**src/design/signed_integer_to_radix_digits_core_defines.svh**
```systemverilog
// ---------------------------------------------------------------------------
// Assertion macros for the radix digit writer
// Concurrent checks on the core clock, switched off for synthesis.
// ---------------------------------------------------------------------------
`ifndef SIGNED_INTEGER_TO_RADIX_DIGITS_CORE_DEFINES_SVH
`define SIGNED_INTEGER_TO_RADIX_DIGITS_CORE_DEFINES_SVH

`ifndef SYNTHESIS
// Implication checked in the same cycle.
`define SIRDIG_ASSERT_IMP(label, ante, cons, msg) \
  label: assert property (@(posedge clk) disable iff (!rst_n) (ante) |-> (cons)) \
    else $error(msg);
// Implication checked in the following cycle.
`define SIRDIG_ASSERT_NXT(label, ante, cons, msg) \
  label: assert property (@(posedge clk) disable iff (!rst_n) (ante) |=> (cons)) \
    else $error(msg);
`else
`define SIRDIG_ASSERT_IMP(label, ante, cons, msg)
`define SIRDIG_ASSERT_NXT(label, ante, cons, msg)
`endif

`endif

```
**src/design/sirdig_pkg.sv**
```systemverilog
// ---------------------------------------------------------------------------
// Radix digit writer package
// Widths, character codes, register indexes and shared types.
// ---------------------------------------------------------------------------
package sirdig_pkg;

  localparam int NUMBER_BITS = 32;
  localparam int MAX_SYMBOLS = 16;

  localparam int IN_W      = 32;
  localparam int CHAR_W    = 8;
  localparam int CFG_W     = 64;
  localparam int CFG_IDX_W = 2;
  localparam int RADIX_W   = 5;
  localparam int SYM_COUNT = 16;
  localparam int SYM_IDX_W = 4;
  localparam int DIG_W     = $clog2(MAX_SYMBOLS);
  localparam int CNT_W     = $clog2(NUMBER_BITS + 1);
  localparam int STK_W     = NUMBER_BITS * CHAR_W;

  // Divider: STEP_BITS quotient bits per cycle.
  localparam int STEP_BITS = 8;
  localparam int DIV_STEPS = (NUMBER_BITS + STEP_BITS - 1) / STEP_BITS;
  localparam int DIV_W     = DIV_STEPS * STEP_BITS;
  localparam int DIV_CNT_W = $clog2(DIV_STEPS + 1);

  localparam logic [CHAR_W-1:0] CHAR_PLUS  = 8'h2B;
  localparam logic [CHAR_W-1:0] CHAR_MINUS = 8'h2D;

  localparam logic [CFG_IDX_W-1:0] REG_SYMBOLS_LOW  = 2'd0;
  localparam logic [CFG_IDX_W-1:0] REG_SYMBOLS_HIGH = 2'd1;
  localparam logic [CFG_IDX_W-1:0] REG_RADIX_COUNT  = 2'd2;

  typedef enum logic [1:0] {
    ST_IDLE,
    ST_CHECK,
    ST_DIVIDE,
    ST_EMIT
  } state_t;

  typedef struct packed {
    logic                   start;
    logic [NUMBER_BITS-1:0] dividend;
    logic [RADIX_W-1:0]     divisor;
  } div_req_t;

  typedef struct packed {
    logic                   done;
    logic [NUMBER_BITS-1:0] quotient;
    logic [DIG_W-1:0]       remainder;
  } div_res_t;

endpackage

```
**src/design/signed_integer_to_radix_digits_core.sv**
```systemverilog
// ---------------------------------------------------------------------------
// Signed integer to radix digits
// Writes a signed number as a word stream of digit characters, most
// significant first, in a radix set by a configured symbol table.
// ---------------------------------------------------------------------------
// Each accepted number leaves as a run of 8-bit character words: a minus sign
// first when the number is negative, then the digits of its magnitude taken
// from the symbol table, with tlast on the final word. The most negative
// number is written with magnitude 2^31. Before any digit is produced the
// table is checked one symbol per cycle; a radix count below 2 or above 16,
// a repeated symbol, or a plus or minus sign among the symbols in use makes
// the number produce no words at all. Digits come from one shared divider
// that divides the magnitude, then each quotient in turn, by the radix,
// giving one digit per division until the quotient is zero. The input is
// not ready while an item is being worked on; the last word may still wait
// in the output register while the next number is taken in.
// ---------------------------------------------------------------------------
`include "signed_integer_to_radix_digits_core_defines.svh"

module signed_integer_to_radix_digits_core (
  input  logic                             clk,
  input  logic                             rst_n,
  // Number input
  input  logic                             in_tvalid,
  output logic                             in_tready,
  input  logic signed [sirdig_pkg::IN_W-1:0] in_tdata,   // [31:0] number
  // Character output
  output logic                             out_tvalid,
  input  logic                             out_tready,
  output logic [sirdig_pkg::CHAR_W-1:0]    out_tdata,    // [7:0] character
  output logic                             out_tlast,    // last
  // Configuration writes
  input  logic                             cfg_valid,
  output logic                             cfg_ready,
  input  logic [sirdig_pkg::CFG_IDX_W-1:0] cfg_index,
  input  logic [sirdig_pkg::CFG_W-1:0]     cfg_data
);
  import sirdig_pkg::*;

  // Configuration registers.
  logic [CFG_W-1:0]       sym_low_r;
  logic [CFG_W-1:0]       sym_high_r;
  logic [RADIX_W-1:0]     radix_r;

  // Sequencer state.
  state_t                 state_r, state_nxt;
  logic [NUMBER_BITS-1:0] mag_r, mag_nxt;
  logic                   neg_r, neg_nxt;
  logic [SYM_IDX_W-1:0]   idx_r, idx_nxt;
  logic [CNT_W-1:0]       nd_r, nd_nxt;
  logic [STK_W-1:0]       stack_r, stack_nxt;

  // Output register.
  logic                   out_valid_r, out_valid_nxt;
  logic [CHAR_W-1:0]      out_char_r, out_char_nxt;
  logic                   out_last_r, out_last_nxt;

  logic [CHAR_W-1:0]      sym [SYM_COUNT];
  logic [SYM_IDX_W-1:0]   rd_addr;
  logic [CHAR_W-1:0]      sym_rd;
  logic                   in_accept;
  logic                   slot_free;
  logic                   range_bad;
  logic                   sym_bad;
  logic                   idx_last;
  logic [NUMBER_BITS-1:0] in_value;

  div_req_t               div_req;
  div_res_t               div_res;

  sirdig_divider u_divider (
    .clk   (clk),
    .rst_n (rst_n),
    .req_i (div_req),
    .res_o (div_res)
  );

  // The symbol table unpacked from the two configuration words.
  always_comb begin
    for (int k = 0; k < SYM_COUNT / 2; k++) begin
      sym[k]                 = sym_low_r[k*CHAR_W +: CHAR_W];
      sym[k + SYM_COUNT / 2] = sym_high_r[k*CHAR_W +: CHAR_W];
    end
  end

  // One read port on the table: the symbol under check while checking,
  // otherwise the symbol of the digit the divider has just produced.
  assign rd_addr = (state_r == ST_CHECK) ? idx_r : SYM_IDX_W'(div_res.remainder);
  assign sym_rd  = sym[rd_addr];

  // Table check: the radix count range, and the symbol at idx_r against the signs and every later symbol in use.
  always_comb begin
    range_bad = (radix_r < RADIX_W'(2)) || (radix_r > RADIX_W'(MAX_SYMBOLS));
    sym_bad   = (sym_rd == CHAR_PLUS) || (sym_rd == CHAR_MINUS);
    for (int j = 0; j < SYM_COUNT; j++) begin
      if ((SYM_IDX_W'(j) > idx_r) && (RADIX_W'(j) < radix_r) && (sym[j] == sym_rd)) begin
        sym_bad = 1'b1;
      end
    end
    idx_last = (RADIX_W'(idx_r) == (radix_r - RADIX_W'(1)));
  end

  assign in_tready = (state_r == ST_IDLE);
  assign in_accept = in_tvalid && in_tready;
  assign in_value  = in_tdata[NUMBER_BITS-1:0];
  assign slot_free = !out_valid_r || out_tready;
  assign cfg_ready = 1'b1;

  always_comb begin
    state_nxt        = state_r;
    mag_nxt          = mag_r;
    neg_nxt          = neg_r;
    idx_nxt          = idx_r;
    nd_nxt           = nd_r;
    stack_nxt        = stack_r;
    out_valid_nxt    = out_valid_r && !out_tready;
    out_char_nxt     = out_char_r;
    out_last_nxt     = out_last_r;
    div_req.start    = 1'b0;
    div_req.dividend = mag_r;
    div_req.divisor  = radix_r;

    unique case (state_r)
      ST_IDLE: begin
        if (in_accept) begin
          neg_nxt   = in_value[NUMBER_BITS-1];
          // Two's complement negation also gives 2^31 for the most negative value.
          mag_nxt   = in_value[NUMBER_BITS-1] ? (~in_value + NUMBER_BITS'(1)) : in_value;
          idx_nxt   = '0;
          nd_nxt    = '0;
          state_nxt = ST_CHECK;
        end
      end
      ST_CHECK: begin
        if (range_bad || sym_bad) begin
          state_nxt = ST_IDLE;
        end else if (idx_last) begin
          div_req.start = 1'b1;
          state_nxt     = ST_DIVIDE;
        end else begin
          idx_nxt = idx_r + SYM_IDX_W'(1);
        end
      end
      ST_DIVIDE: begin
        // Digits arrive least significant first and are pushed on a stack,
        // so they pop off most significant first.
        if (div_res.done) begin
          stack_nxt = {stack_r[STK_W-CHAR_W-1:0], sym_rd};
          nd_nxt    = nd_r + CNT_W'(1);
          if (div_res.quotient == '0) begin
            state_nxt = ST_EMIT;
          end else begin
            div_req.start    = 1'b1;
            div_req.dividend = div_res.quotient;
          end
        end
      end
      ST_EMIT: begin
        if (slot_free) begin
          out_valid_nxt = 1'b1;
          if (neg_r) begin
            out_char_nxt = CHAR_MINUS;
            out_last_nxt = 1'b0;
            neg_nxt      = 1'b0;
          end else begin
            out_char_nxt = stack_r[CHAR_W-1:0];
            out_last_nxt = (nd_r == CNT_W'(1));
            stack_nxt    = {CHAR_W'(0), stack_r[STK_W-1:CHAR_W]};
            nd_nxt       = nd_r - CNT_W'(1);
            if (nd_r == CNT_W'(1)) begin
              state_nxt = ST_IDLE;
            end
          end
        end
      end
      default: begin
        state_nxt = ST_IDLE;
      end
    endcase
  end

  always_ff @(posedge clk) begin
    if (!rst_n) begin
      state_r     <= ST_IDLE;
      out_valid_r <= 1'b0;
      nd_r        <= '0;
      sym_low_r   <= '0;
      sym_high_r  <= '0;
      radix_r     <= '0;
    end else begin
      state_r     <= state_nxt;
      out_valid_r <= out_valid_nxt;
      nd_r        <= nd_nxt;
      if (cfg_valid && cfg_ready) begin
        unique case (cfg_index)
          REG_SYMBOLS_LOW:  sym_low_r  <= cfg_data;
          REG_SYMBOLS_HIGH: sym_high_r <= cfg_data;
          REG_RADIX_COUNT:  radix_r    <= cfg_data[RADIX_W-1:0];
          default: begin
          end
        endcase
      end
    end
  end

  always_ff @(posedge clk) begin
    mag_r      <= mag_nxt;
    neg_r      <= neg_nxt;
    idx_r      <= idx_nxt;
    stack_r    <= stack_nxt;
    out_char_r <= out_char_nxt;
    out_last_r <= out_last_nxt;
  end

  assign out_tvalid = out_valid_r;
  assign out_tdata  = out_char_r;
  assign out_tlast  = out_last_r;

  // The stack never holds more digits than a magnitude can have.
  `SIRDIG_ASSERT_IMP(a_nd_bound, 1'b1, nd_r <= CNT_W'(NUMBER_BITS), "digit count overflow")
  // Writing out always has a sign or at least one digit left to send.
  `SIRDIG_ASSERT_IMP(a_emit_nonempty, state_r == ST_EMIT, (nd_r != '0) || neg_r, "empty run")
  // The divider only reports while the sequencer waits for it.
  `SIRDIG_ASSERT_IMP(a_div_done_state, div_res.done, state_r == ST_DIVIDE, "stray divider result")
  // Division only starts after the table has passed its check.
  `SIRDIG_ASSERT_NXT(a_div_radix_ok, div_req.start,
                     (radix_r >= RADIX_W'(2)) && (radix_r <= RADIX_W'(MAX_SYMBOLS)),
                     "division with invalid radix")

endmodule

```
**src/design/sirdig_divider.sv**
```systemverilog
// ---------------------------------------------------------------------------
// Radix divider
// Long division of the magnitude by the radix, STEP_BITS bits per cycle.
// ---------------------------------------------------------------------------
module sirdig_divider (
  input  logic                 clk,
  input  logic                 rst_n,
  input  sirdig_pkg::div_req_t req_i,
  output sirdig_pkg::div_res_t res_o
);
  import sirdig_pkg::*;

  logic [DIV_W-1:0]     q_r;
  logic [RADIX_W-1:0]   rem_r;
  logic [DIV_CNT_W-1:0] cnt_r;
  logic                 busy_r;
  logic                 done_r;

  logic [DIV_W-1:0]     q_w;
  logic [RADIX_W-1:0]   r_w;
  logic [RADIX_W-1:0]   t_w;

  // The partial remainder stays below the divisor, so it fits one bit less.
  always_comb begin
    q_w = q_r;
    r_w = rem_r;
    t_w = '0;
    for (int k = 0; k < STEP_BITS; k++) begin
      t_w = {r_w[RADIX_W-2:0], q_w[DIV_W-1]};
      if (t_w >= req_i.divisor) begin
        r_w = t_w - req_i.divisor;
        q_w = {q_w[DIV_W-2:0], 1'b1};
      end else begin
        r_w = t_w;
        q_w = {q_w[DIV_W-2:0], 1'b0};
      end
    end
  end

  always_ff @(posedge clk) begin
    if (!rst_n) begin
      busy_r <= 1'b0;
      done_r <= 1'b0;
      cnt_r  <= '0;
    end else begin
      done_r <= 1'b0;
      if (req_i.start) begin
        busy_r <= 1'b1;
        cnt_r  <= '0;
      end else if (busy_r) begin
        cnt_r <= cnt_r + DIV_CNT_W'(1);
        if (cnt_r == DIV_CNT_W'(DIV_STEPS - 1)) begin
          busy_r <= 1'b0;
          done_r <= 1'b1;
        end
      end
    end
  end

  always_ff @(posedge clk) begin
    if (req_i.start) begin
      q_r   <= DIV_W'(req_i.dividend);
      rem_r <= '0;
    end else if (busy_r) begin
      q_r   <= q_w;
      rem_r <= r_w;
    end
  end

  assign res_o.done      = done_r;
  assign res_o.quotient  = q_r[NUMBER_BITS-1:0];
  assign res_o.remainder = rem_r[DIG_W-1:0];

endmodule
```
**config.mk**
```make
export PLATFORM = sky130hd
export DESIGN_NAME = signed_integer_to_radix_digits_core
export DESIGN_NICKNAME = d
export VERILOG_FILES = /design/src/design/sirdig_pkg.sv /design/src/design/signed_integer_to_radix_digits_core.sv /design/src/design/sirdig_divider.sv
export VERILOG_INCLUDE_DIRS = /design/src /design/src/design
export SDC_FILE = /design/constraint.sdc
export NUM_CORES = 1
export LEC_CHECK = 0
export ABC_AREA = 0
export BUFFER_PORTS_ARGS = -buffer_cell sky130_fd_sc_hd__buf_2
export CORE_ASPECT_RATIO = 1.5
export CORE_MARGIN = 2
export CORE_UTILIZATION = 65
export DETAILED_ROUTE_END_ITERATION = 6
export HOLD_SLACK_MARGIN = 0.05
export PLACE_DENSITY = 0.83
export SETUP_SLACK_MARGIN = 0.3
export SLEW_MARGIN = 5
export SYNTH_ARGS = -nofsm -noshare
export SYNTH_HDL_FRONTEND = slang
export SYNTH_HIERARCHICAL = 1
export SYNTH_SLANG_ARGS = --single-unit
```
**constraint.sdc**
```tcl
create_clock -name clk -period 29.6 [get_ports clk]
set_input_delay 2.96 -clock clk [delete_from_list [all_inputs] [get_ports clk]]
set_output_delay 2.96 -clock clk [all_outputs]
set_load 0.02 [all_outputs]
```
==> flow_metrics.env <==
export IMPL_status="finished clean"
export IMPL_multi_input_area_mm2=0.0118
export IMPL_synth_edf_count=334
export IMPL_tightest_slew_ns=1.25
export IMPL_drc_errors=0
export IMPL_critPathArrivalTime_ns=12.91
export IMPL_tritoncts="yes"
export IMPL_fmax_mhz=79.9
export IMPL_cap_violations=0
export IMPL_cts_htree_levels=2
export IMPL_hold_ws_ns=0.475
export IMPL_diodes=0
export IMPL_grt_pass1_wl_um=99000
export IMPL_endpoint_kind="flip-flop"
export IMPL_gr_usage_all_layers_pct=30.6
export IMPL_slew_headroom_pct=16.3
export IMPL_syn_to_final_growth_pct=9.43
export IMPL_grt_max_degree=181
export IMPL_fin_tns_setup_ns=0
export IMPL_numCtsBuffers=45
export IMPL_rsz0062_at_grt="false"
export IMPL_drtAntennaViolNets=0
export IMPL_holdBufCountCts=0
export IMPL_final_hold_viol_count=0
export IMPL_io_buffers=113
export IMPL_clk_pin_slew_ns=0.06
export IMPL_drive_above_1_share_pct=23.9
export IMPL_via_per_inst=6.38
export IMPL_clock_latency_ns=0.58
export IMPL_seqCellArea_mm2=0.0131
export IMPL_post_cts_resized=0
export IMPL_firstDrtPassIters=6
export IMPL_startpoint_type="flip-flop"
export IMPL_drt_wl_total_um=63900
export IMPL_hpwl_um=43500
export IMPL_syn_num_nets=2443
export IMPL_maxSlewViolCount=0
export IMPL_synth_area_mm2=0.0255
export IMPL_nets=2498
export IMPL_die_w_um=166
export IMPL_crit_fanout=14
export IMPL_rows=88
export IMPL_yosys_warnings=6
export IMPL_antenna_found_initial=0
export IMPL_io_pins=115
export IMPL_finalClockSkew_ns=0.0277
export IMPL_synthArstFlopShare_pct=0
export IMPL_crit_top_cell="ha_1"
export IMPL_overflow=0
export IMPL_syn_area_per_cell_um2=11.2
export IMPL_fin_cells=2863
export IMPL_setup_worst_path_class="flip-flop to flip-flop"
export IMPL_clockBufferDepth=3
export IMPL_clock_sinks=485
export IMPL_slowest_delay_ns=0.58
export IMPL_fill_cells=2646
export IMPL_final_period_utilization_pct=42.3
export IMPL_drt_iter0_markers=1712
export IMPL_hold_path_class="flip-flop to flip-flop"
export IMPL_post_cts_buffers=0
export IMPL_core_area_mm2=0.0386
export IMPL_num_vias=18300
export IMPL_start_util_pct=66.1
export IMPL_setup_viol_count_final=0
export IMPL_gp_congestion=0.973
export IMPL_root_buffer="clkbuf_16"
export IMPL_wl_per_cell_um=22.3
export IMPL_synth_top_flop_cell="edfxtp_1"
export IMPL_synth_seq_cells=485
export IMPL_final_min_clock_period_ns=12.51
export IMPL_ys_seq_area_share_pct=51.1
export IMPL_placed_cells=2779
export IMPL_required_ns=30.00
export IMPL_ys_types=85
export IMPL_fp_dieArea_mm2=0.0409
export IMPL_grt_pass1_vias=18200
export IMPL_die_h_um=247
export IMPL_netlist_instances=2276
export IMPL_critical_path_slowest_cell="dfxtp_1"
-- cells in the mapped netlist (7+ instances only) --
cell type / count / area share, %
o41ai_1: 7 / 0.24
o31ai_1: 14 / 0.41
edfxtp_1: 334 / 39
nor4_1: 18 / 0.44
clkbuf_1: 85 / 1.2
or2_2: 7 / 0.17
and2_1: 8 / 0.20
mux2i_1: 27 / 1.1
nand2b_1: 11 / 0.27
nand4_1: 24 / 0.59
dfxtp_1: 151 / 12
or4_1: 8 / 0.24
a21boi_0: 10 / 0.29
nand2_1: 366 / 5.4
a31oi_1: 13 / 0.32
inv_1: 48 / 0.71
nor2b_1: 27 / 0.66
mux2_2: 312 / 14
ha_1: 56 / 2.7
buf_1: 18 / 0.26
o21ai_0: 57 / 1.1
xor2_1: 57 / 2.0
a211oi_1: 10 / 0.29
a22oi_1: 7 / 0.21
nor2_1: 70 / 1.0
fa_1: 8 / 0.63
or3_1: 15 / 0.37
a21oi_1: 172 / 3.4
xnor2_1: 81 / 2.8
nand3_1: 46 / 0.90
o21a_1: 14 / 0.41
mux4_2: 16 / 1.4
a21o_1: 15 / 0.44
nor3_1: 33 / 0.65
buf_2: 14 / 0.27
-- area by class of cell --
cell class	instances	share of cell area, %
Clock inverter	16	0.851
Multi-Input combinational cell	1619	42.3
Sequential cell	485	46.7
Clock buffer	68	4.68
Timing Repair Buffer	131	2.55
Inverter	49	0.667
Tap cell	495	2.22
-- layer usage --
layer / global-route usage (%) / vias to the layer above / wire [um]
li1: - / 8464 / -
met1: 36.2 / 8898 / 24300
met2: 54.2 / 714 / 32400
met3: 4.07 / 187 / 3600
met4: 16.4 / 0 / 3630
met5: 0 / - / 0
-- state kept, by name (all words and copies together), names as in the netlist, named ones only --
register,count
stack_r,256
nd_r,6
state_r,1
radix_r,5
idx_r,4
sym_high_r,64
out_tlast,1
u_divider/done_r,1
u_divider/busy_r,1
u_divider/cnt_r,3
mag_r,32
out_tvalid,1
u_divider/rem_r,4
sym_low_r,64
neg_r,1
u_divider/q_r,32
out_tdata,8
-- critical path, delay by kind of cell, from the launching register on --
| kind | cells | cell delay, ns |
|---|---|---|
| flops | 1 | 0.58 |
| buf+inv | 3 | 0.53 |
| mux | 5 | 1.88 |
| simple gates | 6 | 1.28 |
| fa+ha+maj | 8 | 2.55 |
| compound gates | 25 | 5.51 |
-- final timing paths --
path	endpoint	cells after the start	startpoint	slack [ns]
worst max-delay path	u_divider/rem_r[3]$_SDFFE_PP0P_	47	radix_r[2]$_SDFFE_PN0P_	17.09
worst min-delay path	sym_low_r[5]$_SDFFE_PN0P_	2	sym_low_r[5]$_SDFFE_PN0P_	0.47
worst max register to register	u_divider/rem_r[3]$_SDFFE_PP0P_	47	radix_r[2]$_SDFFE_PN0P_	17.09
worst min register to register	sym_low_r[5]$_SDFFE_PN0P_	2	sym_low_r[5]$_SDFFE_PN0P_	0.47
-- per-stage QoR --
stage,area (um2),setup slack (ns),util (%)
after floorplan,25500,14.83,-
after global placement,26400,17.78,68.3
after detailed placement,26400,17.28,68.3
after CTS,27900,17.23,72.3
after global routing,27900,16.22,72.3
final,27900,17.09,72.3
-- layout by cell type (no fill, tap or decap), types with 57 or more instances in the layout --
cell type,count
nand2_1,366
edfxtp_1,334
mux2_2,312
a21oi_1,172
dfxtp_1,151
buf_2,113
xnor2_1,81
nor2_1,69
o21ai_0,57
xor2_1,57
-- cell families (layout without fill, tap and decap cells) --
logic type / after synthesis / in the layout / share of synthesized area (%)
AND/OR/NAND/NOR: 665 / 665 / 11.9
flip-flops: 485 / 485 / 51.1
AO/OA/AOI/OAI: 393 / 393 / 9.70
multiplexers: 358 / 358 / 16.4
buffers and inverters: 172 / 264 / 2.73
XOR/XNOR: 138 / 138 / 4.73
adder cells (fa/ha/maj): 64 / 64 / 3.37
other: 1 / 1 / 0.0147
Power is left out: the tool's default activity adds up to more than one toggle a clock period on the data nets, which glitch-free logic cannot reach.
